===== config.mk =====
export PLATFORM = sky130hd
export DESIGN_NAME = led_matrix_scan_driver
export DESIGN_NICKNAME = d
export VERILOG_FILES = /design/src/rtl/lmsd_pkg.sv /design/src/rtl/lmsd_ram.sv /design/src/rtl/lmsd_ctrl.sv /design/src/rtl/lmsd_datapath.sv /design/src/rtl/led_matrix_scan_driver.sv
export SDC_FILE = /design/constraint.sdc
export NUM_CORES = 1
export LEC_CHECK = 0
export BUFFER_PORTS_ARGS = -buffer_cell sky130_fd_sc_hd__buf_2
export CAP_MARGIN = 0
export CELL_PAD_IN_SITES_DETAIL_PLACEMENT = 0
export CELL_PAD_IN_SITES_GLOBAL_PLACEMENT = 1
export CORE_AREA = 2 2 304 246
export DETAILED_ROUTE_END_ITERATION = 16
export DIE_AREA = 0 0 306 248
export PLACE_DENSITY_LB_ADDON = 0.1
export SLEW_MARGIN = 20
export SYNTH_ARGS = -nofsm -noshare
export SYNTH_HDL_FRONTEND = slang
export SYNTH_HIERARCHICAL = 1
export SYNTH_SLANG_ARGS = --single-unit

===== constraint.sdc =====
create_clock -name i_clk -period 12.5 [get_ports i_clk]
set_input_delay 2.5 -clock i_clk [delete_from_list [all_inputs] [get_ports i_clk]]
set_output_delay 2.5 -clock i_clk [all_outputs]
set_load 0.02 [all_outputs]

===== src/rtl/lmsd_pkg.sv =====
`timescale 1ns / 1ps
// ----------------------------------------------------------------------------
// lmsd_pkg: shared types and constants of the led matrix scan driver
// Holds the beat structs, frame buffer geometry and controller commands.
// ----------------------------------------------------------------------------
package lmsd_pkg;

    // frame buffer geometry: two halves of 16 rows, 16 columns per word
    localparam int WORD_W    = 16;
    localparam int NUM_ROWS  = 16;
    localparam int ROW_W     = 4;
    localparam int FB_DEPTH  = 32;
    localparam int FB_ADDR_W = 5;

    // number of shift beats per row scan, at most 16 (4-bit beat counter)
    localparam int SHIFT_LEN = 16;
    localparam logic [3:0] LAST_BEAT = 4'(SHIFT_LEN - 1);

    // divider and register defaults
    localparam logic [15:0] INTERVAL_RESET = 16'd1;
    localparam logic [15:0] TICK_RESET     = 16'd1;

    // configuration register index, taken from the word address
    localparam logic REG_SCAN_INTERVAL = 1'b0;

    // input item function codes
    localparam logic FUNC_PIXEL = 1'b0;
    localparam logic FUNC_TICK  = 1'b1;

    // column 0 of a half sits at the most significant bit
    localparam logic [WORD_W-1:0] COL0_MASK = 16'h8000;

    typedef struct packed {
        logic       func;
        logic [5:0] pos_x;
        logic [4:0] pos_y;
        logic [7:0] pixel_level;
    } t_item;

    typedef struct packed {
        logic       row_select_bit;
        logic       left_half_bit;
        logic       right_half_bit;
        logic [3:0] beat_index;
        logic [3:0] scan_row;
        logic       latch_after;
    } t_result;

    // frame buffer read address source
    typedef enum logic [1:0] {
        RD_PIX,
        RD_LEFT,
        RD_RIGHT
    } t_rd_sel;

    // commands from controller to datapath
    typedef struct packed {
        logic    rd_en;
        t_rd_sel rd_sel;
        logic    cap_pix;
        logic    wr_en;
        logic    tick_dec;
        logic    tick_reload;
        logic    load_left;
        logic    load_right;
        logic    emit;
        logic    row_adv;
    } t_dp_cmd;

    // status from datapath to controller
    typedef struct packed {
        logic tick_zero;
        logic pix_ok;
        logic last_beat;
    } t_dp_status;

endpackage


===== src/rtl/lmsd_ram.sv =====
`timescale 1ns / 1ps
// ----------------------------------------------------------------------------
// lmsd_ram: generic single write, single read ram
// One write port and one read port with registered read data.
// ----------------------------------------------------------------------------
module lmsd_ram #(
    parameter int WIDTH = 16,
    parameter int DEPTH = 32
) (
    input  logic                     i_clk,
    input  logic                     i_wr_en,
    input  logic [$clog2(DEPTH)-1:0] i_wr_addr,
    input  logic [WIDTH-1:0]         i_wr_data,
    input  logic                     i_rd_en,
    input  logic [$clog2(DEPTH)-1:0] i_rd_addr,
    output logic [WIDTH-1:0]         o_rd_data
);

    logic [WIDTH-1:0] r_mem [DEPTH];
    logic [WIDTH-1:0] r_rd_data;

    // write port and registered read port
    always_ff @(posedge i_clk) begin
        if (i_wr_en) begin
            r_mem[i_wr_addr] <= i_wr_data;
        end
        if (i_rd_en) begin
            r_rd_data <= r_mem[i_rd_addr];
        end
    end

    assign o_rd_data = r_rd_data;

endmodule


===== src/rtl/lmsd_ctrl.sv =====
`timescale 1ns / 1ps
// ----------------------------------------------------------------------------
// lmsd_ctrl: controller of the led matrix scan driver
// Sequences pixel read-modify-write, divider ticks and row scan beats.
// ----------------------------------------------------------------------------
module lmsd_ctrl (
    input  logic                i_clk,
    input  logic                i_rst_n,
    input  logic                i_start,
    input  logic                i_func,
    input  lmsd_pkg::t_dp_status i_status,
    output lmsd_pkg::t_dp_cmd   o_cmd,
    output logic                o_busy
);

    typedef enum logic [2:0] {
        S_IDLE,
        S_PIX_WR,
        S_SCAN_L,
        S_SCAN_R,
        S_SHIFT
    } t_state;

    t_state r_state, n_state;
    logic   r_busy, n_busy;
    logic   w_accept;

    assign w_accept = i_start && !r_busy;

    // next state and command decode
    always_comb begin
        n_state = r_state;
        o_cmd   = '0;
        o_cmd.rd_sel = lmsd_pkg::RD_PIX;
        unique case (r_state)
            S_IDLE: begin
                if (w_accept) begin
                    if (i_func == lmsd_pkg::FUNC_PIXEL) begin
                        if (i_status.pix_ok) begin
                            o_cmd.rd_en   = 1'b1;
                            o_cmd.rd_sel  = lmsd_pkg::RD_PIX;
                            o_cmd.cap_pix = 1'b1;
                            n_state       = S_PIX_WR;
                        end
                    end else if (i_status.tick_zero) begin
                        o_cmd.tick_reload = 1'b1;
                        o_cmd.rd_en       = 1'b1;
                        o_cmd.rd_sel      = lmsd_pkg::RD_LEFT;
                        n_state           = S_SCAN_L;
                    end else begin
                        o_cmd.tick_dec = 1'b1;
                    end
                end
            end
            S_PIX_WR: begin
                o_cmd.wr_en = 1'b1;
                n_state     = S_IDLE;
            end
            S_SCAN_L: begin
                o_cmd.load_left = 1'b1;
                o_cmd.rd_en     = 1'b1;
                o_cmd.rd_sel    = lmsd_pkg::RD_RIGHT;
                n_state         = S_SCAN_R;
            end
            S_SCAN_R: begin
                o_cmd.load_right = 1'b1;
                n_state          = S_SHIFT;
            end
            S_SHIFT: begin
                o_cmd.emit = 1'b1;
                if (i_status.last_beat) begin
                    o_cmd.row_adv = 1'b1;
                    n_state       = S_IDLE;
                end
            end
            default: begin
                n_state = S_IDLE;
            end
        endcase
        n_busy = (n_state != S_IDLE);
    end

    // state and busy flag
    always_ff @(posedge i_clk) begin
        if (!i_rst_n) begin
            r_state <= S_IDLE;
            r_busy  <= 1'b0;
        end else begin
            r_state <= n_state;
            r_busy  <= n_busy;
        end
    end

    assign o_busy = r_busy;

endmodule


===== src/rtl/lmsd_datapath.sv =====
`timescale 1ns / 1ps
// ----------------------------------------------------------------------------
// lmsd_datapath: frame buffer, divider, row counter and beat output
// Executes controller commands and drives the registered result beats.
// ----------------------------------------------------------------------------
module lmsd_datapath (
    input  logic                 i_clk,
    input  logic                 i_rst_n,
    input  lmsd_pkg::t_item      i_item,
    input  logic [15:0]          i_scan_interval,
    input  lmsd_pkg::t_dp_cmd    i_cmd,
    output lmsd_pkg::t_dp_status o_status,
    output logic                 o_res_valid,
    output lmsd_pkg::t_result    o_result
);

    logic [lmsd_pkg::FB_DEPTH-1:0]  r_valid;
    logic                           r_rd_vld;
    logic [15:0]                    r_tick_cnt;
    logic [lmsd_pkg::ROW_W-1:0]     r_row;
    logic [3:0]                     r_beat;
    logic [lmsd_pkg::WORD_W-1:0]    r_left;
    logic [lmsd_pkg::WORD_W-1:0]    r_right;
    logic [lmsd_pkg::FB_ADDR_W-1:0] r_pix_addr;
    logic [lmsd_pkg::WORD_W-1:0]    r_pix_mask;
    logic                           r_pix_on;
    logic                           r_out_valid;
    lmsd_pkg::t_result              r_out;

    logic [lmsd_pkg::FB_ADDR_W-1:0] w_rd_addr;
    logic [lmsd_pkg::FB_ADDR_W-1:0] w_pix_addr;
    logic [lmsd_pkg::WORD_W-1:0]    w_rd_data;
    logic [lmsd_pkg::WORD_W-1:0]    w_rd_word;
    logic [lmsd_pkg::WORD_W-1:0]    w_wr_word;

    // pixel address: half from column bit 4, row in low bits
    assign w_pix_addr = {i_item.pos_x[4], i_item.pos_y[3:0]};

    // read address select
    always_comb begin
        unique case (i_cmd.rd_sel)
            lmsd_pkg::RD_PIX:   w_rd_addr = w_pix_addr;
            lmsd_pkg::RD_LEFT:  w_rd_addr = {1'b0, r_row};
            lmsd_pkg::RD_RIGHT: w_rd_addr = {1'b1, r_row};
            default:            w_rd_addr = w_pix_addr;
        endcase
    end

    lmsd_ram #(
        .WIDTH(lmsd_pkg::WORD_W),
        .DEPTH(lmsd_pkg::FB_DEPTH)
    ) u_fb_ram (
        .i_clk    (i_clk),
        .i_wr_en  (i_cmd.wr_en),
        .i_wr_addr(r_pix_addr),
        .i_wr_data(w_wr_word),
        .i_rd_en  (i_cmd.rd_en),
        .i_rd_addr(w_rd_addr),
        .o_rd_data(w_rd_data)
    );

    // never written rows read as dark
    assign w_rd_word = r_rd_vld ? w_rd_data : '0;

    // pixel merge into the row word
    assign w_wr_word = r_pix_on ? (w_rd_word | r_pix_mask) : (w_rd_word & ~r_pix_mask);

    // status to controller
    assign o_status.tick_zero = (r_tick_cnt == '0);
    assign o_status.pix_ok    = !i_item.pos_x[5] && !i_item.pos_y[4];
    assign o_status.last_beat = (r_beat == lmsd_pkg::LAST_BEAT);

    // control state: valid bits, divider, row and beat counters, strobe
    always_ff @(posedge i_clk) begin
        if (!i_rst_n) begin
            r_valid     <= '0;
            r_tick_cnt  <= lmsd_pkg::TICK_RESET;
            r_row       <= '0;
            r_beat      <= '0;
            r_out_valid <= 1'b0;
        end else begin
            if (i_cmd.wr_en) begin
                r_valid[r_pix_addr] <= 1'b1;
            end
            if (i_cmd.tick_reload) begin
                r_tick_cnt <= i_scan_interval;
            end else if (i_cmd.tick_dec) begin
                r_tick_cnt <= r_tick_cnt - 16'd1;
            end
            if (i_cmd.row_adv) begin
                r_row <= r_row + 4'd1;
            end
            if (i_cmd.load_right) begin
                r_beat <= '0;
            end else if (i_cmd.emit) begin
                r_beat <= r_beat + 4'd1;
            end
            r_out_valid <= i_cmd.emit;
        end
    end

    // payload: read valid, captured pixel, row words, beat fields
    always_ff @(posedge i_clk) begin
        if (i_cmd.rd_en) begin
            r_rd_vld <= r_valid[w_rd_addr];
        end
        if (i_cmd.cap_pix) begin
            r_pix_addr <= w_pix_addr;
            r_pix_mask <= lmsd_pkg::COL0_MASK >> i_item.pos_x[3:0];
            r_pix_on   <= (i_item.pixel_level != 8'd0);
        end
        if (i_cmd.load_left) begin
            r_left <= w_rd_word;
        end
        if (i_cmd.load_right) begin
            r_right <= w_rd_word;
        end
        if (i_cmd.emit) begin
            r_out.row_select_bit <= (r_beat == r_row);
            r_out.left_half_bit  <= r_left[r_beat];
            r_out.right_half_bit <= r_right[r_beat];
            r_out.beat_index     <= r_beat;
            r_out.scan_row       <= r_row;
            r_out.latch_after    <= (r_beat == lmsd_pkg::LAST_BEAT);
        end
    end

    assign o_res_valid = r_out_valid;
    assign o_result    = r_out;

endmodule


===== src/rtl/led_matrix_scan_driver.sv =====
`timescale 1ns / 1ps
// ----------------------------------------------------------------------------
// led_matrix_scan_driver: row scan driver for a 32x16 one colour led matrix
// Frame buffer of pixel bits, tick divider and serial shift beat generator.
// ----------------------------------------------------------------------------
// pixel write: busy for 1 cycle after accept (ram read, then write back)
// tick without scan: divider counts down, busy stays low
// scanning tick: left then right row word read from ram (SCAN_L, SCAN_R),
//   then SHIFT_LEN beats on consecutive cycles, busy through the scan
// results cannot be stalled; one beat per cycle, indexed by the beat counter
// sync reset: row 0, divider 1, interval 1, buffer dark via per-row valid bits
module led_matrix_scan_driver (
    input  logic              i_clk,
    input  logic              i_rst_n,
    input  logic              start,
    output logic              busy,
    input  lmsd_pkg::t_item   i_item,
    output logic              o_res_valid,
    output lmsd_pkg::t_result o_result,
    input  logic              psel,
    input  logic              penable,
    input  logic              pwrite,
    input  logic [2:0]        paddr,
    input  logic [31:0]       pwdata,
    output logic [31:0]       prdata,
    output logic              pready
);

    logic                 w_sel_interval;
    logic [15:0]          r_interval;
    lmsd_pkg::t_dp_cmd    w_cmd;
    lmsd_pkg::t_dp_status w_status;
    logic                 w_cfg_wr;

    // apb register write
    assign pready   = 1'b1;
    assign w_cfg_wr = psel && penable && pwrite && pready;
    assign w_sel_interval = (paddr[2] == lmsd_pkg::REG_SCAN_INTERVAL);

    always_ff @(posedge i_clk) begin
        if (!i_rst_n) begin
            r_interval <= lmsd_pkg::INTERVAL_RESET;
        end else if (w_cfg_wr && w_sel_interval) begin
            r_interval <= pwdata[15:0];
        end
    end

    // apb register read
    assign prdata = w_sel_interval ? {16'd0, r_interval} : 32'd0;

    lmsd_ctrl u_ctrl (
        .i_clk   (i_clk),
        .i_rst_n (i_rst_n),
        .i_start (start),
        .i_func  (i_item.func),
        .i_status(w_status),
        .o_cmd   (w_cmd),
        .o_busy  (busy)
    );

    lmsd_datapath u_dp (
        .i_clk          (i_clk),
        .i_rst_n        (i_rst_n),
        .i_item         (i_item),
        .i_scan_interval(r_interval),
        .i_cmd          (w_cmd),
        .o_status       (w_status),
        .o_res_valid    (o_res_valid),
        .o_result       (o_result)
    );

`ifndef SYNTHESIS
    // beats only come out of a scan that holds the block busy
    a_beat_in_scan: assert property (@(posedge i_clk) disable iff (!i_rst_n)
        o_res_valid |-> $past(busy))
        else $error("result beat without a scan in progress");

    // latch request only on the last beat
    a_latch_last: assert property (@(posedge i_clk) disable iff (!i_rst_n)
        (o_res_valid && o_result.latch_after) |->
            (o_result.beat_index == lmsd_pkg::LAST_BEAT))
        else $error("latch request on a beat other than the last");

    // row select is one-hot on the scanned row
    a_row_sel: assert property (@(posedge i_clk) disable iff (!i_rst_n)
        o_res_valid |->
            (o_result.row_select_bit == (o_result.beat_index == o_result.scan_row)))
        else $error("row select bit does not match scan row");

    // a scan ends with a gap in the beat stream
    a_scan_gap: assert property (@(posedge i_clk) disable iff (!i_rst_n)
        (o_res_valid && o_result.latch_after) |=> !o_res_valid)
        else $error("beat directly after latch request");
`endif

endmodule

---- Word-level counts from Yosys, hierarchy flattened ----
Memories as Yosys holds them, arrays and structs flattened. A register that Yosys moved wholly into a read port is not among the register bits.
Cells that the tools add are included.
cells by class
  mux-type cells .......................... 39
  divide/modulo/power cells ............... 0
  $add $sub $neg .......................... 3
  bitwise logic cells ..................... 6
  reductions and logical operators ........ 15
  order comparisons ....................... 4
  $mul .................................... 0
  eq/ne operators ......................... 8
  shift-type cells ........................ 1
operators by type and width
  kind                     count
  $mux W16                 5
  $or A32 B32 Y32          1
  $mux W3                  7
  $and A16 B16 Y16         1
  $logic_not A16 Y1        1
  $not A16 Y16             1
  $or A16 B16 Y16          1
  $shr A16 B4 Y16 const A  1
  $sub A16 B1 Y16 const B  1
  $mux W1                  14
  $lt A5 B6 Y1 const B     2
  $pmux W3 S4              1
  $pmux W5 S2              1
  $add A4 B1 Y4 const B    2
  $bmux W1 S4              2
  $mux W2                  4
  $mux W4                  2
  $reduce_bool A8 Y1       1
  $eq A3 B2 Y1 const B     2
  $logic_and A1 B1 Y1      6
  $pmux W3 S2              1
  $bmux W1 S5              1
  $demux W1 S5             1
  $ge A5 B1 Y1 const B     1
  other kinds (13)         16
storage, ports and cells
  memory bits (read-only) ................. 0
  bits in writable memories ............... 512
  bits in latches ......................... 0
  output and inout port bits .............. 47
  flip-flop bits (word level) ............. 144
  word-level logic and storage cells ...... 97
  memories ................................ 1
  input bits .............................. 61
memories
  name                 words  bits a word  rd ports  clocked after Yosys merged registers in  wr ports  RTL line        source
  u_dp.u_fb_ram.r_mem  32     16           1         1                                        1         lmsd_ram.sv:19  logic [WIDTH-1:0] r_mem [DEPTH];

---- Depth between registers and ports, before layout ----
Gate-level depths: netlist of the first run.
  word-level depth ........................ 10
  mapped depth ............................ 19

---- By module ----
The synthesis of the first run kept the hierarchy.
by module, submodules not included
  module                  seq. area each (um^2)  area each (um^2)  instances  cells an instance
  lmsd_ram                15855.2                20696.1           1          1143
  lmsd_datapath           3153.0                 5535.3            1          465
  led_matrix_scan_driver  320.3                  912.1             1          106
  lmsd_ctrl               80.1                   259.0             1          31

---- Least setup slack after synthesis of the first run ----
Ideal clock, no wire load.
  path type ............................... input to output
  start point ............................. in paddr[2]
  end point ............................... out prdata[10]
  stages on the path ...................... 2
  arrival time ............................ 3013 ps
  required time ........................... 10000 ps
  buffers on the path ..................... 1
  path slack .............................. 6987 ps
  path through ............................ clkbuf_1 -> nor2b_1
on the way
  longest elaborated chain between the ends .. 1
RTL lines
  what         RTL line                      source
  from (decl)  led_matrix_scan_driver.sv:23  input logic [2:0] paddr,
  $mux W16     led_matrix_scan_driver.sv:49  assign prdata = w_sel_interval ? {16'd0, r_interval} : 32'd0;
  to (decl)    led_matrix_scan_driver.sv:25  output logic [31:0] prdata,
No other way between the ends.

==> metrics, run 1 <==
Final period util 51.49%; Worst R2R Start u_dp/r_tick_cnt[7]$_SDFFE_PN0P_; Clock Path Buffers 3; Main synth FF type edfxtp_1; post-synthesis sequential area ratio 70.83%; Rows 89; r2r worst-path depth 17; total of warnings raised by yosys 6; GRT overflow 0; antenna violations before repair 2; critical path type input port to flop; GP Congestion 0.7209; fmax 0.1554 GHz; Final Hold Fails 0; Worst setup SP type input port; Starting DRT DRC Count 1235; average wire per standard cell 23.60 µm; Vias 14868; Clk Latency, worst-skew pair 620 ps; final critical-path required period 6436 ps; max cap viols 0; Critical Path End u_dp/u_fb_ram/o_rd_data[12]$_DFFE_PP_; DRT antenna net count 0; crit path DAT 6880 ps; number of library cell types mapped by synthesis 56; I/O pin count 108; post-DP HPWL 39.20 mm; final setup violation count 0; Max H-tree Level 3; Setup TNS 0 ps; post-cts repair resize count 0; CP top delay family buffers and inverters; Data required, critical path 12950 ps; max-slew violation count 0; worst path bufs/invs 5; worst-margin pin slew 1111 ps; EDFF count, synth 595; final WL 67.25 mm; GRT Total Usage 17.74%; Worst VDD drop 0.0001051 V; Post-CTS Setup Bufs 0; vias per inst 5.217; Crit Path Max Fanout 44; register area 19410 µm²; RSZ-0062 raised after global routing no; status completed; Die Area 75890 µm²; pwr/cell area 161.1 nW/µm²; Yosys reg bits 672; share of the synthesized area in the top cell type 65.20%; syn_area_per_cell 15.70 µm²; Syn-to-layout area delta 13.08%; Worst path slowest cell buf_4; FF-to-FF End u_dp/u_fb_ram/o_rd_data[12]$_DFFE_PP_; WP depth 14; Multi-input gate area 7281 µm²; Syn Std Cell Area 27400 µm²; Ant. Diodes 0; Relative slew margins 25.85%; share of cells above drive strength 1 15.20%; Die Ht 248 µm; core footprint 72940 µm²; nets@finish 1903; asr flop ratio synth 0%; Crit. End Element flop; Worst Skew 23.68 ps; clock sink total 672; largest net degree at the start of global routing 127; commonest non-fill, non-tap cell in the layout edfxtp_1; CP cell instances buf_2 -> nand4_2 -> inv_1 -> inv_1 -> ha_1 -> nand2_1 -> o21ai_4 -> buf_4 -> buf_4 -> mux2i_1 -> a22o_1 -> nor3_1 -> a31oi_1 -> nand3_1; Layout Utilization 42.48%; CP max stage delay 730 ps; crit path launch i_item[19]; vias in the first global route 14461; input/output buffers 72; first-pass GRT wire length 97.58 mm; R2R Setup Slk 6130 ps; Synth area leaders edfxtp_1 (65%), mux2i_1 (10%), dfxtp_1 (5.6%); Residual DRC 0; Pre-antenna DRT Iters 5; worst min path class flop to flop; cts hold-fix bufs 0; Fillers 6558; CTS root buf clkbuf_16; leakage power 10.82 nW; cell taking the most area after synthesis edfxtp_1; Initial Utilization 37.57%; commonest non-fill, non-tap cells in the layout edfxtp_1 (595), mux2i_1 (283), nand2_1 (92); Gate Count Post-Synth 1745; chip width 306 µm; clk slew on worst S/H paths 70 ps; Num CTS Buffers 71; CTS tree done
## stage by stage
step	power [mW]	instances	instance area [µm²]	setup slack, ps	hold WS (ps)
5_1_grt	5.172	2850	30990	5485	484.8
3_3_place_gp	2.897	2719	28590	5283	443.3
6_report	4.992	2850	30990	6064	466.0
2_1_floorplan	2.781	1760	27460	6987	406.4
3_5_place_dp	2.900	2719	28600	5292	454.8
4_1_cts	5.062	2850	30970	5927	468.4
## synthesized netlist by cell type, types with 2 or more instances
| cell type | n |
|---|---|
| a21oi_1 | 59 |
| or3b_2 | 5 |
| buf_12 | 6 |
| mux2i_1 | 283 |
| and3_1 | 2 |
| nor4_4 | 2 |
| a31oi_1 | 18 |
| or3_1 | 2 |
| o21ai_0 | 21 |
| nand3b_1 | 11 |
| mux2_2 | 18 |
| buf_2 | 20 |
| nor3_2 | 2 |
| dfxtp_1 | 77 |
| nor2b_1 | 34 |
| o21a_1 | 16 |
| and4b_1 | 2 |
| clkbuf_1 | 31 |
| and2b_2 | 6 |
| a2111oi_0 | 2 |
| buf_8 | 6 |
| o21ai_1 | 2 |
| nor3_1 | 29 |
| nor3b_1 | 6 |
| conb_1 | 2 |
| or3_4 | 2 |
| buf_6 | 8 |
| nor4_1 | 5 |
| xnor2_1 | 14 |
| mux4_2 | 14 |
| nand4_1 | 18 |
| nand2b_1 | 11 |
| a22o_1 | 33 |
| a22oi_1 | 65 |
| buf_4 | 38 |
| inv_1 | 13 |
| a211oi_1 | 2 |
| nor2_1 | 76 |
| xor2_1 | 10 |
| nand3_1 | 37 |
| edfxtp_1 | 595 |
| ha_1 | 5 |
| and2_1 | 33 |
| nand2_1 | 92 |
## report_power, final
group	leakage (nW)	internal (mW)	switching [mW]
clock	1.15	1.26	0.886
combinational	3.61	0.119	0.251
sequential	6.05	2.47	0.00939
total	10.8	3.85	1.15
## worst register-to-register path: cells and delay by family (launching register included)
family                     cells  cell delay [ps]
AOI/OAI and AO/OA              3              580
adders and majority gates      1              620
DFF                            1              340
muxes                          1              200
buffers and inverters          4             1580
and+or+nand+nor                8             2890
## worst min path at each step
| stage | start | endpoint | depth (start not counted) | slack [ps] |
|---|---|---|---|---|
| 3_3_place_gp | u_dp/r_valid[15]$_SDFFE_PN0P_ | u_dp/r_valid[15]$_SDFFE_PN0P_ | 1 | 440 |
| 5_1_grt | r_interval[15]$_SDFFE_PN0P_ | r_interval[15]$_SDFFE_PN0P_ | 2 | 480 |
| 2_1_floorplan | u_dp/r_row[2]$_SDFFE_PN0P_ | u_dp/o_result[3]$_DFFE_PP_ | 0 | 410 |
| 6_report | u_dp/r_valid[14]$_SDFFE_PN0P_ | u_dp/r_valid[14]$_SDFFE_PN0P_ | 1 | 470 |
| 3_5_place_dp | u_dp/r_valid[31]$_SDFFE_PN0P_ | u_dp/r_valid[31]$_SDFFE_PN0P_ | 1 | 450 |
| 4_1_cts | u_dp/r_valid[31]$_SDFFE_PN0P_ | u_dp/r_valid[31]$_SDFFE_PN0P_ | 1 | 470 |
## flip-flops by register name (all words and copies together) (netlist names), 5 cells and up
name / count
u_dp/r_tick_cnt: 16
u_dp/u_fb_ram/o_rd_data: 16
r_interval: 16
u_dp/r_pix_mask: 16
u_dp/o_result: 12
u_dp/r_valid: 32
u_dp/r_right: 16
u_dp/r_left: 16
u_dp/r_pix_addr: 5
u_dp/u_fb_ram/r_mem: 512
## area by class of cell
cell class / instances / area share [%]
multi-input cells: 966 / 23.50
clock inverters: 49 / 1.655
clock buffers: 82 / 6.004
well taps: 955 / 3.856
inverters: 13 / 0.1575
flip-flops and latches: 672 / 62.63
repair buffers: 113 / 2.197
## layer usage
layer | vias to the layer above | track usage, % | part of all wire (%)
met5 | - | 0 | 0
met2 | 328 | 27.39 | 46
met3 | 96 | 3.800 | 5.4
met4 | 0 | 4.926 | 2.2
met1 | 7575 | 25.34 | 47
li1 | 6869 | - | -
## cell families after synthesis
kind of cell,synth area share [%]
AO/OA/AOI/OAI,5.402
XOR/XNOR,0.7671
adder cells (fa/ha/maj),0.2283
buffers and inverters,3.105
flip-flops,70.83
multiplexers,12.23
other,0.02741
AND/OR/NAND/NOR,7.415
Note: power is estimated with default switching activity, not from simulation.
==> run 2: changes to the inputs <==
clock period = 6.3 ns   (was 12.5 ns; I/O delays follow)
==> metrics, run 2 (synthesis gave the netlist of run 1 again) <==
status completed (unchanged); input/output buffers 72 (unchanged); CP cell instances or3_1 -> or4_1 -> nor3_1 -> and4b_1 -> nand4_2 -> inv_1 -> inv_1 -> ha_1 -> o21ai_0 -> and2_2 -> buf_12 -> buf_4 -> a22oi_1 -> nand3_1 -> nand3_1 (was buf_2 -> nand4_2 -> inv_1 -> inv_1 -> ha_1 -> nand2_1 -> o21ai_4 -> buf_4 -> buf_4 -> mux2i_1 -> a22o_1 -> nor3_1 -> a31oi_1 -> nand3_1); share of cells above drive strength 1 15.24% (was 15.20%); clk slew on worst S/H paths 60 ps (was 70 ps); Worst R2R Start u_dp/r_tick_cnt[7]$_SDFFE_PN0P_ (unchanged); Num CTS Buffers 70 (was 71); Ant. Diodes 0 (unchanged); final critical-path required period 5568 ps; core footprint 72940 µm² (unchanged); average wire per standard cell 24.06 µm (was 23.60 µm); Starting DRT DRC Count 1132 (was 1235); nets@finish 1916 (was 1903); CTS tree done (unchanged); CP max stage delay 720 ps (was 730 ps); Crit Path Max Fanout 24 (was 44); vias in the first global route 14424 (was 14461); Die Ht 248 µm (unchanged); Crit. End Element flop (unchanged); Syn-to-layout area delta 13.19% (was 13.08%); CP top delay family simple AND/OR/NAND/NOR gates (was buffers and inverters); commonest non-fill, non-tap cells in the layout edfxtp_1 (595), mux2i_1 (283), nand2_1 (92) (unchanged); antenna violations before repair 1 (was 2); Worst Skew 29.20 ps (was 23.68 ps); fmax 0.1796 GHz; pwr/cell area 312.5 nW/µm² (was 161.1 nW/µm²); Die Area 75890 µm² (unchanged); clock sink total 672 (unchanged); commonest non-fill, non-tap cell in the layout edfxtp_1 (unchanged); Clock Path Buffers 3 (unchanged); Setup TNS 0 ps (unchanged); Worst path slowest cell o21ai_0 (was buf_4); Worst setup SP type flop (was input port); dpl cells 2733 (was 2719); number of flip-flops in the largest register 512 (unchanged); critical path type flop to flop (was input port to flop); Data required, critical path 6640 ps (was 12950 ps); crit path DAT 5910 ps (was 6880 ps); Biggest register u_dp/u_fb_ram/r_mem (unchanged); vias per inst 5.161 (was 5.217); first-pass GRT wire length 99.14 mm (was 97.58 mm); R2R Setup Slk 730 ps (was 6130 ps); Final Hold Fails 0 (unchanged); DRT antenna net count 0 (unchanged); Rows 89 (unchanged); FF-to-FF End u_dp/u_fb_ram/o_rd_data[12]$_DFFE_PP_ (unchanged); Pre-antenna DRT Iters 5 (unchanged); Fillers 6556 (was 6558); worst path bufs/invs 4 (was 5); GP Congestion 0.7373 (was 0.7209); largest net degree at the start of global routing 88 (was 127); final setup violation count 0 (unchanged); Relative slew margins 26.21% (was 25.85%); Max H-tree Level 3 (unchanged); GRT overflow 0 (unchanged); Critical Path End u_dp/u_fb_ram/o_rd_data[12]$_DFFE_PP_ (unchanged); max cap viols 0 (unchanged); r2r worst-path depth 15 (was 17); Residual DRC 0 (unchanged); CTS root buf clkbuf_16 (unchanged); biggest regs u_dp/u_fb_ram/r_mem (512), u_dp/r_valid (32) (unchanged); post-DP HPWL 40.99 mm (was 39.20 mm); post-cts repair resize count 0 (unchanged); Post-CTS Setup Bufs 0 (unchanged); Initial Utilization 37.57% (unchanged); Cell Count, Final, Fillers Out 2858 (was 2850); Clk Latency, worst-skew pair 620 ps (about the same); max-slew violation count 0 (unchanged); worst-margin pin slew 1106 ps (was 1111 ps); I/O pin count 108 (unchanged); crit path launch u_dp/r_tick_cnt[7]$_SDFFE_PN0P_ (was i_item[19]); chip width 306 µm (unchanged); RSZ-0062 raised after global routing no (unchanged); Worst VDD drop 0.0002112 V (was 0.0001051 V); Final period util 88.38%; leakage power 10.84 nW (was 10.82 nW); final WL 68.76 mm (was 67.25 mm); GRT Total Usage 18.07% (was 17.74%); WP depth 15 (was 14); cts hold-fix bufs 0 (unchanged); Vias 14751 (was 14868); worst min path class flop to flop (unchanged)
## run 2: cell count changes in the layout (fill, tap and decap cells not counted)
cell / change
buf_12: +9
buf_4: +5
bufinv_16: -3
clkbuf_1: +4
clkbuf_16: -3
clkbuf_8: +2
clkinv_1: +1
clkinv_16: -1
clkinv_2: -2
clkinvlp_2: -1
clkinvlp_4: -3
nor2_1: +1
nor2_2: -1
## run 2: power breakdown
part           total, mW  switching (mW)  internal (mW)
sequential          4.91          0.0213           4.89
combinational      0.756           0.501          0.256
clock               4.02            1.71           2.31
total               9.69            2.23           7.46
## run 2: routing by layer
metal	track usage, %	share of wire [%]	vias to the layer above
li1	-	-	6888
met1	26.17	48	7510
met2	28.58	46	268
met3	2.903	4.0	85
met4	4.260	1.7	0
met5	0	0	-
## run 2: worst min-delay path by stage
stage                                   from                             to  slack (ps)  cells past startpoint
2_1_floorplan     u_dp/r_row[2]$_SDFFE_PN0P_     u_dp/o_result[3]$_DFFE_PP_         410                      0
3_3_place_gp   u_dp/r_valid[14]$_SDFFE_PN0P_  u_dp/r_valid[14]$_SDFFE_PN0P_         440                      1
3_5_place_dp   u_dp/r_valid[22]$_SDFFE_PN0P_  u_dp/r_valid[22]$_SDFFE_PN0P_         450                      1
4_1_cts        u_dp/r_valid[13]$_SDFFE_PN0P_  u_dp/r_valid[13]$_SDFFE_PN0P_         470                      1
5_1_grt        u_dp/r_valid[13]$_SDFFE_PN0P_  u_dp/r_valid[13]$_SDFFE_PN0P_         490                      1
6_report       u_dp/r_valid[21]$_SDFFE_PN0P_  u_dp/r_valid[21]$_SDFFE_PN0P_         460                      1
## run 2: stage by stage
stage | area [µm²] | util, % | hold WS, ps | worst slack (ps) | power [mW]
after floorplan | 27460 | - | 406.4 | 2138 | 5.517
after global placement | 28810 | 39.50 | 443.6 | 848.8 | 5.769
after detailed placement | 28820 | 39.51 | 452.0 | 785.4 | 5.775
after CTS | 31010 | 42.51 | 465.8 | 771.7 | 9.814
after global routing | 31020 | 42.52 | 486.2 | 410.6 | 10.04
final | 31020 | 42.52 | 462.5 | 732.2 | 9.691
## run 2: area by class of cell
type	instances	area [µm²]	share of cell area, %
Timing Repair Buffer	127	898.4	2.896
Clock buffer	85	1828	5.894
Clock inverter	40	359.1	1.158
Inverter	13	48.80	0.1573
Sequential cell	672	19410	62.58
Tap cell	955	1195	3.853
Multi-Input combinational cell	966	7278	23.47
